==> config.mk <==
export PLATFORM = sky130hd
export DESIGN_NAME = joystick_flight_mode_sequencer_core
export DESIGN_NICKNAME = d
export VERILOG_FILES = /design/src/hw/rtl/jfms_pkg.sv /design/src/hw/rtl/joystick_flight_mode_sequencer_core.sv /design/src/hw/rtl/jfms_serial_mul.sv /design/src/hw/rtl/jfms_travel.sv
export SDC_FILE = /design/constraint.sdc
export NUM_CORES = 2
export LEC_CHECK = 0
export BUFFER_PORTS_ARGS = -buffer_cell sky130_fd_sc_hd__buf_2
export CELL_PAD_IN_SITES_DETAIL_PLACEMENT = 0
export CELL_PAD_IN_SITES_GLOBAL_PLACEMENT = 1
export CORE_ASPECT_RATIO = 1.4
export CORE_MARGIN = 5
export CORE_UTILIZATION = 49
export CTS_CLUSTER_SIZE = 40
export DETAILED_ROUTE_END_ITERATION = 8
export PLACE_DENSITY = 0.82
export SYNTH_ARGS = -nofsm -noshare
export SYNTH_HDL_FRONTEND = slang
export SYNTH_SLANG_ARGS = --single-unit
==> constraint.sdc <==
create_clock -name clk -period 7 [get_ports clk]
set_input_delay 0.7 -clock clk [delete_from_list [all_inputs] [get_ports clk]]
set_output_delay 0.7 -clock clk [all_outputs]
set_load 0.005 [all_outputs]
==> src/hw/rtl/jfms_pkg.sv <==
`timescale 1ns / 1ps
`default_nettype none
package jfms_pkg;

	typedef enum logic [1:0] {
		CMD_JOY  = 2'd0,
		CMD_POSE = 2'd1,
		CMD_TRAJ = 2'd2,
		CMD_TICK = 2'd3
	} cmd_t;

	typedef enum logic [2:0] {
		ACT_NONE    = 3'd0,
		ACT_START   = 3'd1,
		ACT_TAKEOFF = 3'd2,
		ACT_LAND    = 3'd3,
		ACT_GOAL    = 3'd4
	} action_t;

	typedef enum logic [1:0] {
		MODE_IDLE    = 2'd0,
		MODE_TAKEOFF = 2'd1,
		MODE_HOLD    = 2'd2,
		MODE_TRACK   = 2'd3
	} mode_t;

	typedef enum logic [2:0] {
		ST_IDLE,
		ST_SQ,
		ST_ROOT,
		ST_MUL,
		ST_OUT
	} state_t;

	localparam logic [2:0] REG_XLO = 3'd0;
	localparam logic [2:0] REG_XHI = 3'd1;
	localparam logic [2:0] REG_YLO = 3'd2;
	localparam logic [2:0] REG_YHI = 3'd3;
	localparam logic [2:0] REG_IMS = 3'd4;
	localparam logic [2:0] REG_PG  = 3'd5;
	localparam logic [2:0] REG_YG  = 3'd6;
	localparam logic [2:0] REG_VG  = 3'd7;

	localparam logic [15:0] DB_VERT   = 16'd656;
	localparam logic [15:0] DB_PLANAR = 16'd3277;
	localparam logic [15:0] TH_PLANAR = 16'd410;
	localparam logic [15:0] TH_VERT   = 16'd41;
	localparam logic signed [15:0] HOVER_Z = 16'sd4096;
	localparam logic [31:0] T_MIN = 32'd4096;
	localparam logic [31:0] T_MAX = 32'd40960;

	typedef struct packed {
		logic [1:0]         command;
		logic [3:0]         buttons;
		logic signed [15:0] axis_yaw;
		logic signed [15:0] axis_vertical;
		logic signed [15:0] axis_lateral;
		logic signed [15:0] axis_forward;
		logic signed [15:0] pose_x;
		logic signed [15:0] pose_y;
		logic signed [15:0] pose_z;
		logic signed [15:0] pose_yaw;
		logic               traj_done;
	} in_item_t;

	typedef struct packed {
		logic [2:0]         action;
		logic               out_of_box;
		logic [15:0]        travel_time;
		logic signed [15:0] goal_x;
		logic signed [15:0] goal_y;
		logic signed [15:0] goal_z;
		logic signed [15:0] goal_yaw;
	} out_item_t;

	// control between sequencer and travel-time unit
	typedef struct packed {
		logic start;
		logic busy;
		logic done;
	} tt_ctl_t;

	function automatic logic signed [15:0] clamp_box(input logic signed [16:0] v,
		input logic signed [15:0] hi, input logic signed [15:0] lo);
		logic signed [15:0] r;
		if (v > 17'(hi)) r = hi;
		else if (v < 17'(lo)) r = lo;
		else r = v[15:0];
		return r;
	endfunction

	function automatic logic [15:0] mag16(input logic signed [15:0] v);
		return v[15] ? 16'(-v) : v;
	endfunction

endpackage
`default_nettype wire

==> src/hw/rtl/joystick_flight_mode_sequencer_core.sv <==
`timescale 1ns / 1ps
`default_nettype none
// Flight-mode sequencer for a hovering vehicle.
// Input channel in_valid/in_ready carries one request of type in_item_t:
// joystick events, pose updates and trajectory flags change state only; a
// loop tick yields exactly one result on out_valid/out_ready.
// A tick without a trajectory shows its result in the cycle after acceptance,
// through the output register.
// A joystick move in tracking mode holds in_ready low while the 12-bit serial
// gain multiplier works through its axes: vertical alone, or forward, lateral, yaw for planar.
// Takeoff and land ticks run the travel-time unit: three 17x17 squares and a
// 17x17 product on one bit-serial multiplier and an 18-step integer root; the
// result then passes the done phase and ST_OUT into the output register.
// Configuration: cfg_we/cfg_index/cfg_data write one register per cycle,
// legal only while idle; the 3-bit index selects one of eight registers.
// Reset (arst_n low) restores register defaults, mode idle, done flag set,
// pose and offsets zero. While the receiver stalls a result is held in the
// output register and in_ready stays low until the result is taken.
module joystick_flight_mode_sequencer_core (
	input  wire logic                 clk,
	input  wire logic                 arst_n,
	input  wire logic                 in_valid,
	output logic                      in_ready,
	input  wire jfms_pkg::in_item_t   in_data,
	output logic                      out_valid,
	input  wire logic                 out_ready,
	output jfms_pkg::out_item_t       out_data,
	input  wire logic                 cfg_we,
	input  wire logic [2:0]           cfg_index,
	input  wire logic [15:0]          cfg_data
);
	logic signed [15:0] xlo_q, xhi_q, ylo_q, yhi_q;
	logic [15:0] ims_q;
	logic [11:0] pg_q, yg_q, vg_q;

	jfms_pkg::mode_t mode_q;
	logic fly_q, trk_q, done_q;
	logic signed [15:0] pos_q [4];
	logic signed [15:0] off_q [4];

	jfms_pkg::state_t st_q, st_d;
	jfms_pkg::out_item_t res_q;
	logic ovalid_q;
	logic [2:0] pend_act_q;
	logic pend_oob_q;

	// offset computation: one axis at a time on the serial multiplier
	logic [1:0] ax_q;
	logic joy_busy_q;
	logic [15:0] amag;
	logic [11:0] again;
	logic [15:0] adb;
	logic signed [15:0] araw;
	logic gm_start, gm_done;
	logic [27:0] gm_prod;
	logic joy_accept, tick_accept, in_acc;

	always_ff @(posedge clk or negedge arst_n) begin
		if (!arst_n) begin
			xlo_q <= -16'sd4096; xhi_q <= 16'sd4096;
			ylo_q <= -16'sd6144; yhi_q <= 16'sd6144;
			ims_q <= 16'd20480; pg_q <= 12'd819; yg_q <= 12'd1229; vg_q <= 12'd410;
		end else if (cfg_we) begin
			unique case (cfg_index)
				jfms_pkg::REG_XLO: xlo_q <= cfg_data;
				jfms_pkg::REG_XHI: xhi_q <= cfg_data;
				jfms_pkg::REG_YLO: ylo_q <= cfg_data;
				jfms_pkg::REG_YHI: yhi_q <= cfg_data;
				jfms_pkg::REG_IMS: ims_q <= cfg_data;
				jfms_pkg::REG_PG:  pg_q  <= cfg_data[11:0];
				jfms_pkg::REG_YG:  yg_q  <= cfg_data[11:0];
				jfms_pkg::REG_VG:  vg_q  <= cfg_data[11:0];
				default: ;
			endcase
		end
	end

	// travel-time unit
	jfms_pkg::tt_ctl_t tt_ctl;
	logic tt_start;
	logic [15:0] tt_val;
	logic signed [15:0] tdx, tdy;
	logic signed [16:0] tdz;
	logic tt_is_land_q;

	assign tdx = pos_q[0];
	assign tdy = pos_q[1];
	assign tdz = tt_is_land_q ? 17'(pos_q[2]) : 17'(jfms_pkg::HOVER_Z) - 17'(pos_q[2]);

	jfms_travel u_travel (
		.clk(clk), .arst_n(arst_n), .start(tt_start), .dx(tdx), .dy(tdy), .dz(tdz),
		.inv_speed(ims_q), .ctl(tt_ctl), .ttime(tt_val)
	);

	assign in_ready = (st_q == jfms_pkg::ST_IDLE) && !joy_busy_q && !tt_ctl.busy
		&& !ovalid_q;
	assign in_acc = in_valid && in_ready;
	assign joy_accept = in_acc && (in_data.command == jfms_pkg::CMD_JOY);
	assign tick_accept = in_acc && (in_data.command == jfms_pkg::CMD_TICK);

	// latched joystick request
	logic signed [15:0] jax_q [4];
	logic [3:0] jsel_q;
	always_comb begin
		unique case (ax_q)
			2'd0: begin araw = jax_q[0]; again = pg_q; adb = jfms_pkg::DB_PLANAR; end
			2'd1: begin araw = jax_q[1]; again = pg_q; adb = jfms_pkg::DB_PLANAR; end
			2'd2: begin araw = jax_q[2]; again = vg_q; adb = jfms_pkg::DB_VERT; end
			default: begin araw = jax_q[3]; again = yg_q; adb = jfms_pkg::DB_PLANAR; end
		endcase
		amag = jfms_pkg::mag16(araw);
	end

	logic gm_first_q;
	assign gm_start = gm_first_q;
	jfms_serial_mul #(.AW(16), .BW(12)) u_gain (
		.clk(clk), .arst_n(arst_n), .start(gm_start), .a(amag), .b(again),
		.done(gm_done), .prod(gm_prod)
	);
	logic [15:0] scaled;
	logic signed [15:0] sres;
	// Q1.27 product down to Q4.12, at most 13 bits
	assign scaled = {3'b000, gm_prod[27:15]};
	always_comb begin
		if (amag < adb) sres = '0;
		else sres = araw[15] ? 16'(-scaled) : scaled;
	end

	// tick evaluation
	logic oob;
	logic [15:0] om [4];
	logic go;
	assign oob = pos_q[0] > xhi_q || pos_q[0] < xlo_q || pos_q[1] > yhi_q || pos_q[1] < ylo_q;
	always_comb begin
		for (int i = 0; i < 4; i++) om[i] = jfms_pkg::mag16(off_q[i]);
	end
	assign go = om[0] >= jfms_pkg::TH_PLANAR || om[1] >= jfms_pkg::TH_PLANAR
		|| om[2] >= jfms_pkg::TH_VERT || om[3] >= jfms_pkg::TH_PLANAR;

	logic signed [16:0] s0, s1, s2, s3;
	assign s0 = 17'(pos_q[0]) + 17'(off_q[0]);
	assign s1 = 17'(pos_q[1]) + 17'(off_q[1]);
	assign s2 = 17'(pos_q[2]) + 17'(off_q[2]);
	assign s3 = 17'(pos_q[3]) + 17'(off_q[3]);

	always_comb begin
		st_d = st_q;
		unique case (st_q)
			jfms_pkg::ST_IDLE: if (tt_start) st_d = jfms_pkg::ST_ROOT;
			jfms_pkg::ST_ROOT: if (tt_ctl.done) st_d = jfms_pkg::ST_OUT;
			jfms_pkg::ST_OUT: st_d = jfms_pkg::ST_IDLE;
			default: st_d = jfms_pkg::ST_IDLE;
		endcase
	end
	always_ff @(posedge clk or negedge arst_n) begin
		if (!arst_n) st_q <= jfms_pkg::ST_IDLE;
		else st_q <= st_d;
	end

	logic tick_trav;
	assign tick_trav = tick_accept && done_q && (mode_q == jfms_pkg::MODE_TAKEOFF
		|| (mode_q == jfms_pkg::MODE_HOLD && !fly_q));
	assign tt_start = tick_trav;

	always_ff @(posedge clk or negedge arst_n) begin
		if (!arst_n) begin
			mode_q <= jfms_pkg::MODE_IDLE;
			fly_q <= 1'b0; trk_q <= 1'b0; done_q <= 1'b1;
			for (int i = 0; i < 4; i++) begin pos_q[i] <= '0; off_q[i] <= '0; end
			ovalid_q <= 1'b0; joy_busy_q <= 1'b0; gm_first_q <= 1'b0;
			ax_q <= 2'd0; tt_is_land_q <= 1'b0;
		end else begin
			gm_first_q <= 1'b0;
			if (ovalid_q && out_ready) ovalid_q <= 1'b0;
			if (in_acc) begin
				unique case (in_data.command)
					jfms_pkg::CMD_JOY: begin
						if (in_data.buttons[0] && (mode_q == jfms_pkg::MODE_HOLD
							|| mode_q == jfms_pkg::MODE_TRACK)) trk_q <= !trk_q;
						else if (in_data.buttons[1] && (mode_q == jfms_pkg::MODE_IDLE
							|| mode_q == jfms_pkg::MODE_HOLD)) fly_q <= !fly_q;
						else if (mode_q == jfms_pkg::MODE_TRACK) begin
							for (int i = 0; i < 4; i++) off_q[i] <= '0;
							if (in_data.buttons[3]) begin
								joy_busy_q <= 1'b1; ax_q <= 2'd2; gm_first_q <= 1'b1;
							end else if (in_data.buttons[2]) begin
								joy_busy_q <= 1'b1; ax_q <= 2'd0; gm_first_q <= 1'b1;
							end
						end
					end
					jfms_pkg::CMD_POSE: begin
						pos_q[0] <= in_data.pose_x; pos_q[1] <= in_data.pose_y;
						pos_q[2] <= in_data.pose_z; pos_q[3] <= in_data.pose_yaw;
					end
					jfms_pkg::CMD_TRAJ: done_q <= in_data.traj_done;
					default: begin
						res_q.out_of_box <= oob;
						res_q.travel_time <= '0;
						res_q.action <= jfms_pkg::ACT_NONE;
						res_q.goal_x <= '0; res_q.goal_y <= '0;
						res_q.goal_z <= '0; res_q.goal_yaw <= '0;
						unique case (mode_q)
							jfms_pkg::MODE_IDLE: begin
								if (fly_q && done_q) begin
									res_q.action <= jfms_pkg::ACT_START;
									mode_q <= jfms_pkg::MODE_TAKEOFF;
								end
								ovalid_q <= 1'b1;
							end
							jfms_pkg::MODE_TAKEOFF: begin
								if (done_q) begin
									tt_is_land_q <= 1'b0;
									pend_act_q <= jfms_pkg::ACT_TAKEOFF;
									pend_oob_q <= oob;
									done_q <= 1'b0; mode_q <= jfms_pkg::MODE_HOLD;
								end else ovalid_q <= 1'b1;
							end
							jfms_pkg::MODE_HOLD: begin
								if (done_q && !fly_q) begin
									tt_is_land_q <= 1'b1;
									pend_act_q <= jfms_pkg::ACT_LAND;
									pend_oob_q <= oob;
									done_q <= 1'b0; mode_q <= jfms_pkg::MODE_IDLE;
								end else begin
									if (trk_q && done_q) mode_q <= jfms_pkg::MODE_TRACK;
									ovalid_q <= 1'b1;
								end
							end
							default: begin
								if (done_q && go) begin
									res_q.action <= jfms_pkg::ACT_GOAL;
									res_q.goal_x <= jfms_pkg::clamp_box(s0, xhi_q, xlo_q);
									res_q.goal_y <= jfms_pkg::clamp_box(s1, yhi_q, ylo_q);
									res_q.goal_z <= jfms_pkg::clamp_box(s2, 16'sh7fff,
										-16'sh8000);
									res_q.goal_yaw <= jfms_pkg::clamp_box(s3, 16'sh7fff,
										-16'sh8000);
								end
								if (!trk_q) mode_q <= jfms_pkg::MODE_HOLD;
								ovalid_q <= 1'b1;
							end
						endcase
					end
				endcase
			end
			if (joy_accept) begin
				jax_q[0] <= in_data.axis_forward; jax_q[1] <= in_data.axis_lateral;
				jax_q[2] <= in_data.axis_vertical; jax_q[3] <= in_data.axis_yaw;
			end
			// planar move walks forward, lateral, yaw; vertical move is one axis
			if (joy_busy_q && gm_done) begin
				off_q[ax_q] <= sres;
				if (ax_q == 2'd0) begin
					ax_q <= 2'd1; gm_first_q <= 1'b1;
				end else if (ax_q == 2'd1) begin
					ax_q <= 2'd3; gm_first_q <= 1'b1;
				end else joy_busy_q <= 1'b0;
			end
			if (st_q == jfms_pkg::ST_OUT) begin
				res_q.action <= pend_act_q;
				res_q.out_of_box <= pend_oob_q;
				res_q.travel_time <= tt_val;
				res_q.goal_x <= '0; res_q.goal_y <= '0;
				res_q.goal_z <= (pend_act_q == jfms_pkg::ACT_TAKEOFF) ? jfms_pkg::HOVER_Z : '0;
				res_q.goal_yaw <= '0;
				ovalid_q <= 1'b1;
			end
		end
	end

	assign out_valid = ovalid_q;
	assign out_data = res_q;

	ast_no_accept_while_busy: assert property (@(posedge clk) disable iff (!arst_n)
		tt_ctl.busy |-> !in_ready) else $error("request taken during travel computation");
	ast_result_after_travel: assert property (@(posedge clk) disable iff (!arst_n)
		tt_ctl.done |-> ##2 out_valid) else $error("travel result not presented");
	ast_held_result_blocks: assert property (@(posedge clk) disable iff (!arst_n)
		(out_valid && !out_ready) |=> out_valid) else $error("result dropped");
endmodule
`default_nettype wire

==> src/hw/rtl/jfms_serial_mul.sv <==
`timescale 1ns / 1ps
`default_nettype none
// Unsigned shift-and-add multiplier, one multiplier bit per cycle.
module jfms_serial_mul #(
	parameter int AW = 16,
	parameter int BW = 16
) (
	input  wire logic                clk,
	input  wire logic                arst_n,
	input  wire logic                start,
	input  wire logic [AW-1:0]       a,
	input  wire logic [BW-1:0]       b,
	output logic                     done,
	output logic [AW+BW-1:0]         prod
);
	localparam int CW = $clog2(BW + 1);

	logic [AW+BW-1:0] acc_q;
	logic [AW+BW-1:0] mcand_q;
	logic [BW-1:0]    mplier_q;
	logic [CW-1:0]    cnt_q;
	logic             run_q;

	always_ff @(posedge clk or negedge arst_n) begin
		if (!arst_n) begin
			run_q <= 1'b0;
			cnt_q <= '0;
		end else if (start) begin
			run_q <= 1'b1;
			cnt_q <= CW'(BW);
		end else if (run_q) begin
			cnt_q <= cnt_q - 1'b1;
			if (cnt_q == CW'(1)) run_q <= 1'b0;
		end
	end

	always_ff @(posedge clk) begin
		if (start) begin
			acc_q    <= '0;
			mcand_q  <= (AW+BW)'(a);
			mplier_q <= b;
		end else if (run_q) begin
			if (mplier_q[0]) acc_q <= acc_q + mcand_q;
			mcand_q  <= mcand_q << 1;
			mplier_q <= mplier_q >> 1;
		end
	end

	assign done = run_q && (cnt_q == CW'(1));
	assign prod = mplier_q[0] ? acc_q + mcand_q : acc_q;
endmodule
`default_nettype wire

==> src/hw/rtl/jfms_travel.sv <==
`timescale 1ns / 1ps
`default_nettype none
// Travel time: squares by a serial multiplier, bitwise integer root, serial
// product with inverse speed, then clamp to one..ten seconds.
module jfms_travel (
	input  wire logic               clk,
	input  wire logic               arst_n,
	input  wire logic               start,
	input  wire logic signed [15:0] dx,
	input  wire logic signed [15:0] dy,
	input  wire logic signed [16:0] dz,
	input  wire logic [15:0]        inv_speed,
	output jfms_pkg::tt_ctl_t       ctl,
	output logic [15:0]             ttime
);
	typedef enum logic [2:0] {P_IDLE, P_SQ, P_ROOT, P_MUL, P_DONE} phase_t;

	phase_t      ph_q;
	logic [1:0]  sq_idx_q;
	logic [35:0] sum_q;
	logic [35:0] rem_q;
	logic [35:0] root_q;
	logic [35:0] bit_q;
	logic [15:0] tt_q;
	logic        mstart;
	logic        mdone;
	logic [16:0] ma;
	logic [16:0] mb;
	logic [33:0] mprod;
	logic [16:0] mag_sel;
	logic        first_q;

	always_comb begin
		unique case (sq_idx_q)
			2'd0: mag_sel = dx[15] ? 17'(-17'(dx)) : 17'(dx);
			2'd1: mag_sel = dy[15] ? 17'(-17'(dy)) : 17'(dy);
			default: mag_sel = dz[16] ? 17'(-dz) : 17'(dz);
		endcase
	end

	assign ma = (ph_q == P_MUL) ? root_q[16:0] : mag_sel;
	assign mb = (ph_q == P_MUL) ? 17'(inv_speed) : mag_sel;
	assign mstart = first_q;

	jfms_serial_mul #(.AW(17), .BW(17)) u_mul (
		.clk(clk), .arst_n(arst_n), .start(mstart), .a(ma), .b(mb),
		.done(mdone), .prod(mprod)
	);

	logic [35:0] trial;
	logic [35:0] tprod;
	assign trial = root_q + bit_q;
	assign tprod = 36'(mprod) >> 12;

	always_ff @(posedge clk or negedge arst_n) begin
		if (!arst_n) begin
			ph_q     <= P_IDLE;
			first_q  <= 1'b0;
			sq_idx_q <= 2'd0;
		end else begin
			first_q <= 1'b0;
			unique case (ph_q)
				P_IDLE: if (start) begin
					ph_q <= P_SQ; sq_idx_q <= 2'd0; first_q <= 1'b1;
				end
				P_SQ: if (mdone) begin
					if (sq_idx_q == 2'd2) ph_q <= P_ROOT;
					else begin
						sq_idx_q <= sq_idx_q + 2'd1; first_q <= 1'b1;
					end
				end
				P_ROOT: if (bit_q == '0) begin
					ph_q <= P_MUL; first_q <= 1'b1;
				end
				P_MUL: if (mdone) ph_q <= P_DONE;
				P_DONE: ph_q <= P_IDLE;
				default: ph_q <= P_IDLE;
			endcase
		end
	end

	always_ff @(posedge clk) begin
		if (ph_q == P_IDLE && start) sum_q <= '0;
		if (ph_q == P_SQ && mdone) begin
			sum_q <= sum_q + 36'(mprod);
			if (sq_idx_q == 2'd2) begin
				rem_q  <= sum_q + 36'(mprod);
				root_q <= '0;
				bit_q  <= 36'h4_0000_0000;
			end
		end
		if (ph_q == P_ROOT && bit_q != '0) begin
			if (rem_q >= trial) begin
				rem_q  <= rem_q - trial;
				root_q <= (root_q >> 1) + bit_q;
			end else begin
				root_q <= root_q >> 1;
			end
			bit_q <= bit_q >> 2;
		end
		if (ph_q == P_MUL && mdone) begin
			if (tprod < 36'(jfms_pkg::T_MIN)) tt_q <= 16'(jfms_pkg::T_MIN);
			else if (tprod > 36'(jfms_pkg::T_MAX)) tt_q <= 16'(jfms_pkg::T_MAX);
			else tt_q <= tprod[15:0];
		end
	end

	assign ctl.start = start;
	assign ctl.busy  = (ph_q != P_IDLE);
	assign ctl.done  = (ph_q == P_DONE);
	assign ttime     = tt_q;
endmodule
`default_nettype wire
==> flow_metrics.py <==
metrics = {
    "yosys": {
        "ys_types": 94,
        "async_flop_share_pct": 38.11,
        "syn_area_per_cell_sq_um": 9.679,
        "ys_dominant_reg_cell": "edfxtp_1",
        "yosys-top-cells-area": "edfxtp_1 (20%), dfrtp_1 (13%), ha_1 (10%)",
        "yosysWarnings": 0,
        "yosysMostFrequentCell": "nor2_1",
        "synth_seq_cells": 719,
        "synth_top_area_share_pct": 19.95,
        "yosysTopAreaCell": "edfxtp_1",
        "synth_commonest_cells": "nor2_1 (413), nand2_1 (403), ha_1 (391), o21ai_0 (324), a21oi_1 (318)",
        "syn-num-nets": 5488,
        "yosysSeqAreaShare_pct": 39.77,
        "synthesis.area_sq_mm": 0.04772,
        "synth_edf_count": 317,
        "synth_cells": 4930,
    },
    "die": {
        "coreArea_sq_mm": 0.09679,
        "die_area_sq_mm": 0.1038,
        "die_w_microns": 273.7,
        "fp-row-count": 135,
        "start_util_pct": 49.30,
        "die_height_microns": 379.2,
        "ios": 245,
    },
    "timing": {
        "tns_ns": 0,
        "rsz0062_at_grt": "no",
        "finClkSkew_ns": 0.02990,
        "finalSetupViolCount": 0,
        "max_slew_margin_pct": 19.63,
        "worst_pin_slew_ns": 1.193,
        "hold_violations": 0,
        "timing.final.crit_share_pct": 86.79,
        "drv_slew": 0,
        "min_period_ns": 6.075,
        "fmax_ghz": 0.1646,
    },
    "routing": {
        "postRouteAntennaNets": 0,
        "wire_per_inst_microns": 21.62,
        "vias": 38189,
        "dr.first_iter.drc_count": 2495,
        "drt_first_pass_iters": 5,
        "viasPerCell": 5.890,
        "drc_errors": 0,
        "wl_mm": 140.2,
    },
    "cts": {
        "cts_setup_buffers": 0,
        "cts_made_buffers": 77,
        "clkLatencyLatePin_ns": 0.66,
        "htree_levels": 3,
        "clk_path_buf_depth": 3,
        "cts_resized": 0,
        "root_buffer": "clkbuf_16",
        "cts_tree": "built",
        "cts_hold_buf": 0,
        "clk_pin_slew_ns": 0.07,
        "clock_sinks": 719,
    },
    "critical_path": {
        "ff2ff_path_depth": 24,
        "r2r-start": "u_travel.root_q[2]",
        "path_class": "reg -> reg",
        "cp.required_ns": 7.54,
        "worst_ep_arrival_time_ns": 6.61,
        "r2r_setup_slack_ns": 0.92,
        "critPathLaunchType": "register",
        "r2r_end": "u_travel.rem_q[28]",
        "cp_max_fo": 23,
        "endpoint_kind": "register",
        "setup.worst_path.start": "u_travel.root_q[2]",
        "endpoint": "u_travel.rem_q[28]",
    },
    "cells_and_area": {
        "multi_input_area_sq_mm": 0.02723,
        "layout.nets": 5669,
        "drive_gt1_share_pct": 14.72,
        "nFillCells": 8793,
        "areaGrowthSynthToFinish_pct": 11.38,
        "seqCellArea_sq_mm": 0.01899,
    },
    "worst_hold_path": {
        "hold_class": "in -> async",
    },
    "grt": {
        "grt.total_usage_pct": 26.41,
        "overflow": 0,
        "antenna_found_initial": 17,
        "grt_max_degree": 128,
        "grt_pass1_vias": 37884,
        "grt_pass1_wl_mm": 215.3,
    },
    "power_and_ir_drop": {
        "powerDensity_mw_per_mm2": 197.3,
        "netSwitchingFraction_pct": 25.23,
        "pwr-share-clk_pct": 43.3,
        "p_seq_share_pct": 45.2,
        "leakagePower_nw": 23.48,
        "p_sw_mw": 2.646,
        "irDropWorstVdd_uv": 229.3,
        "power_mw": 10.49,
        "internal-power_mw": 7.840,
        "combPwrFrac_pct": 11.6,
    },
    "place": {
        "io_buffers": 244,
        "gp_congestion": 0.9462,
        "dp_hpwl_mm": 106.7,
    },
    "flow_run": {
        "drv_cap": 0,
    },
    "run_status": {
        "status": "completed",
    },
}
==> metrics by stage <==
stage               std cells  util [%]  worst slack, ns  area, sq um  hold slack (ns)
global placement         6333     52.01           0.8480        50340           0.4417
detailed placement       6333     52.01           0.6700        50340           0.4500
global route             6478     54.90           0.2402        53130          0.08152
CTS                      6476     54.89           0.6739        53130          0.03596
floorplan                4930         -            1.726        47720           0.4044
finish                   6484     54.91           0.9248        53150          0.04895
==> per-layer routing <==
layer  vias to the layer above  routed length [microns]  track usage (%)  share of wire (%)
met4                        10                     6812            11.66                4.9
met5                         -                       70                0              0.050
met3                       289                     5816            3.553                4.1
li1                      18502                        -                -                  -
met2                       877                    73870            49.78                 53
met1                     18511                    53650            29.52                 38
==> power by group through the flow <==
stage                     logic, mW  registers, mW  clock network [mW]
after CTS                      1.21           4.73                4.63
final                          1.21           4.74                4.54
after detailed placement       1.20           4.82                   0
after global routing           1.35           4.76                4.79
after global placement         1.18           4.81                   0
after floorplan               0.823           4.77                   0
==> cells by family after synthesis <==
group	Yosys count	share of synthesized area [%]
and+or+nand+nor	1393	14.05
AOI/OAI and AO/OA	1330	18.14
DFF	719	39.77
buffers and inverters	421	3.414
adders and majority gates	411	10.84
xor gates and xnor gates	331	6.075
muxes	324	7.709
other	1	0.007858
==> layout by cell type (no fill, tap or decap), types with 57 or more instances in the layout <==
master     Yosys  final
nand2_1      403    401
dfxtp_1      128    128
xnor2_1      183    183
nor3_1        74     71
nand3_1       72     72
mux2_2       198    198
nor2b_1       61     59
ha_1         391    391
nand2b_1      57     57
nor2_1       413    412
dfrtp_1      243    238
inv_1        223    223
a21o_1       123    123
mux2i_1      111    111
o21ai_0      324    323
edfxtp_1     317    317
a211oi_1      93     93
xor2_1       148    148
a21oi_1      318    315
buf_2          7    243
clkbuf_16      0     80
and2_1        66     65
==> state kept, by name, indices dropped and copies added, names as in the netlist, 16 cells and up <==
signal	flops
out_data	84
jax_q	64
off_q	64
u_travel.rem_q	36
u_travel.root_q	36
u_travel.sum_q	36
u_travel.u_mul.acc_q	34
u_travel.u_mul.mcand_q	34
pos_q	32
u_gain.acc_q	28
u_gain.mcand_q	28
u_travel.bit_q	18
u_travel.u_mul.mplier_q	17
ims_q	16
tdx	16
tdy	16
u_travel.ttime	16
xhi_q	16
xlo_q	16
yhi_q	16
ylo_q	16
==> how the worst min path moves through the flow <==
stage,end,cells past startpoint,start
5_1_grt,tdx[0],1,arst_n
2_1_floorplan,ax_q[0],0,arst_n
3_3_place_gp,u_gain.acc_q[10],2,u_gain.acc_q[10]
6_report,xhi_q[11],1,arst_n
4_1_cts,xlo_q[1],1,arst_n
3_5_place_dp,u_gain.acc_q[10],2,u_gain.acc_q[10]
==> worst max-delay path, cell delays in order (launching register included) <==
cell and delay [ns]:
edfxtp_1 0.46, ha_1 0.35, a31oi_1 0.26, o21bai_1 0.16, a31oi_1 0.27, o21bai_1 0.17, a31oi_1 0.33, o21ai_0 0.24
a31oi_1 0.34, o21ai_0 0.21, a21oi_1 0.22, xor2_1 0.10, ha_1 0.40, a21o_1 0.18, a21o_1 0.16, a211oi_1 0.08
o21ai_0 0.20, o211ai_1 0.17, a211o_1 0.39, a21oi_4 0.14, buf_4 0.25, nand2_2 0.30, buf_4 0.33, nor3b_1 0.18
a31oi_1 0.06
==> area by class of cell <==
type | count | share of cell area [%]
Clock inverter | 42 | 1.179
Clock buffer | 101 | 4.073
Multi-Input combinational cell | 3790 | 51.23
Tap cell | 1301 | 3.063
Sequential cell | 719 | 35.72
Antenna cell | 8 | 0.03767
Timing Repair Buffer | 299 | 3.117
Inverter | 224 | 1.582
No activity file was read; power rests on OpenSTA's default activity.
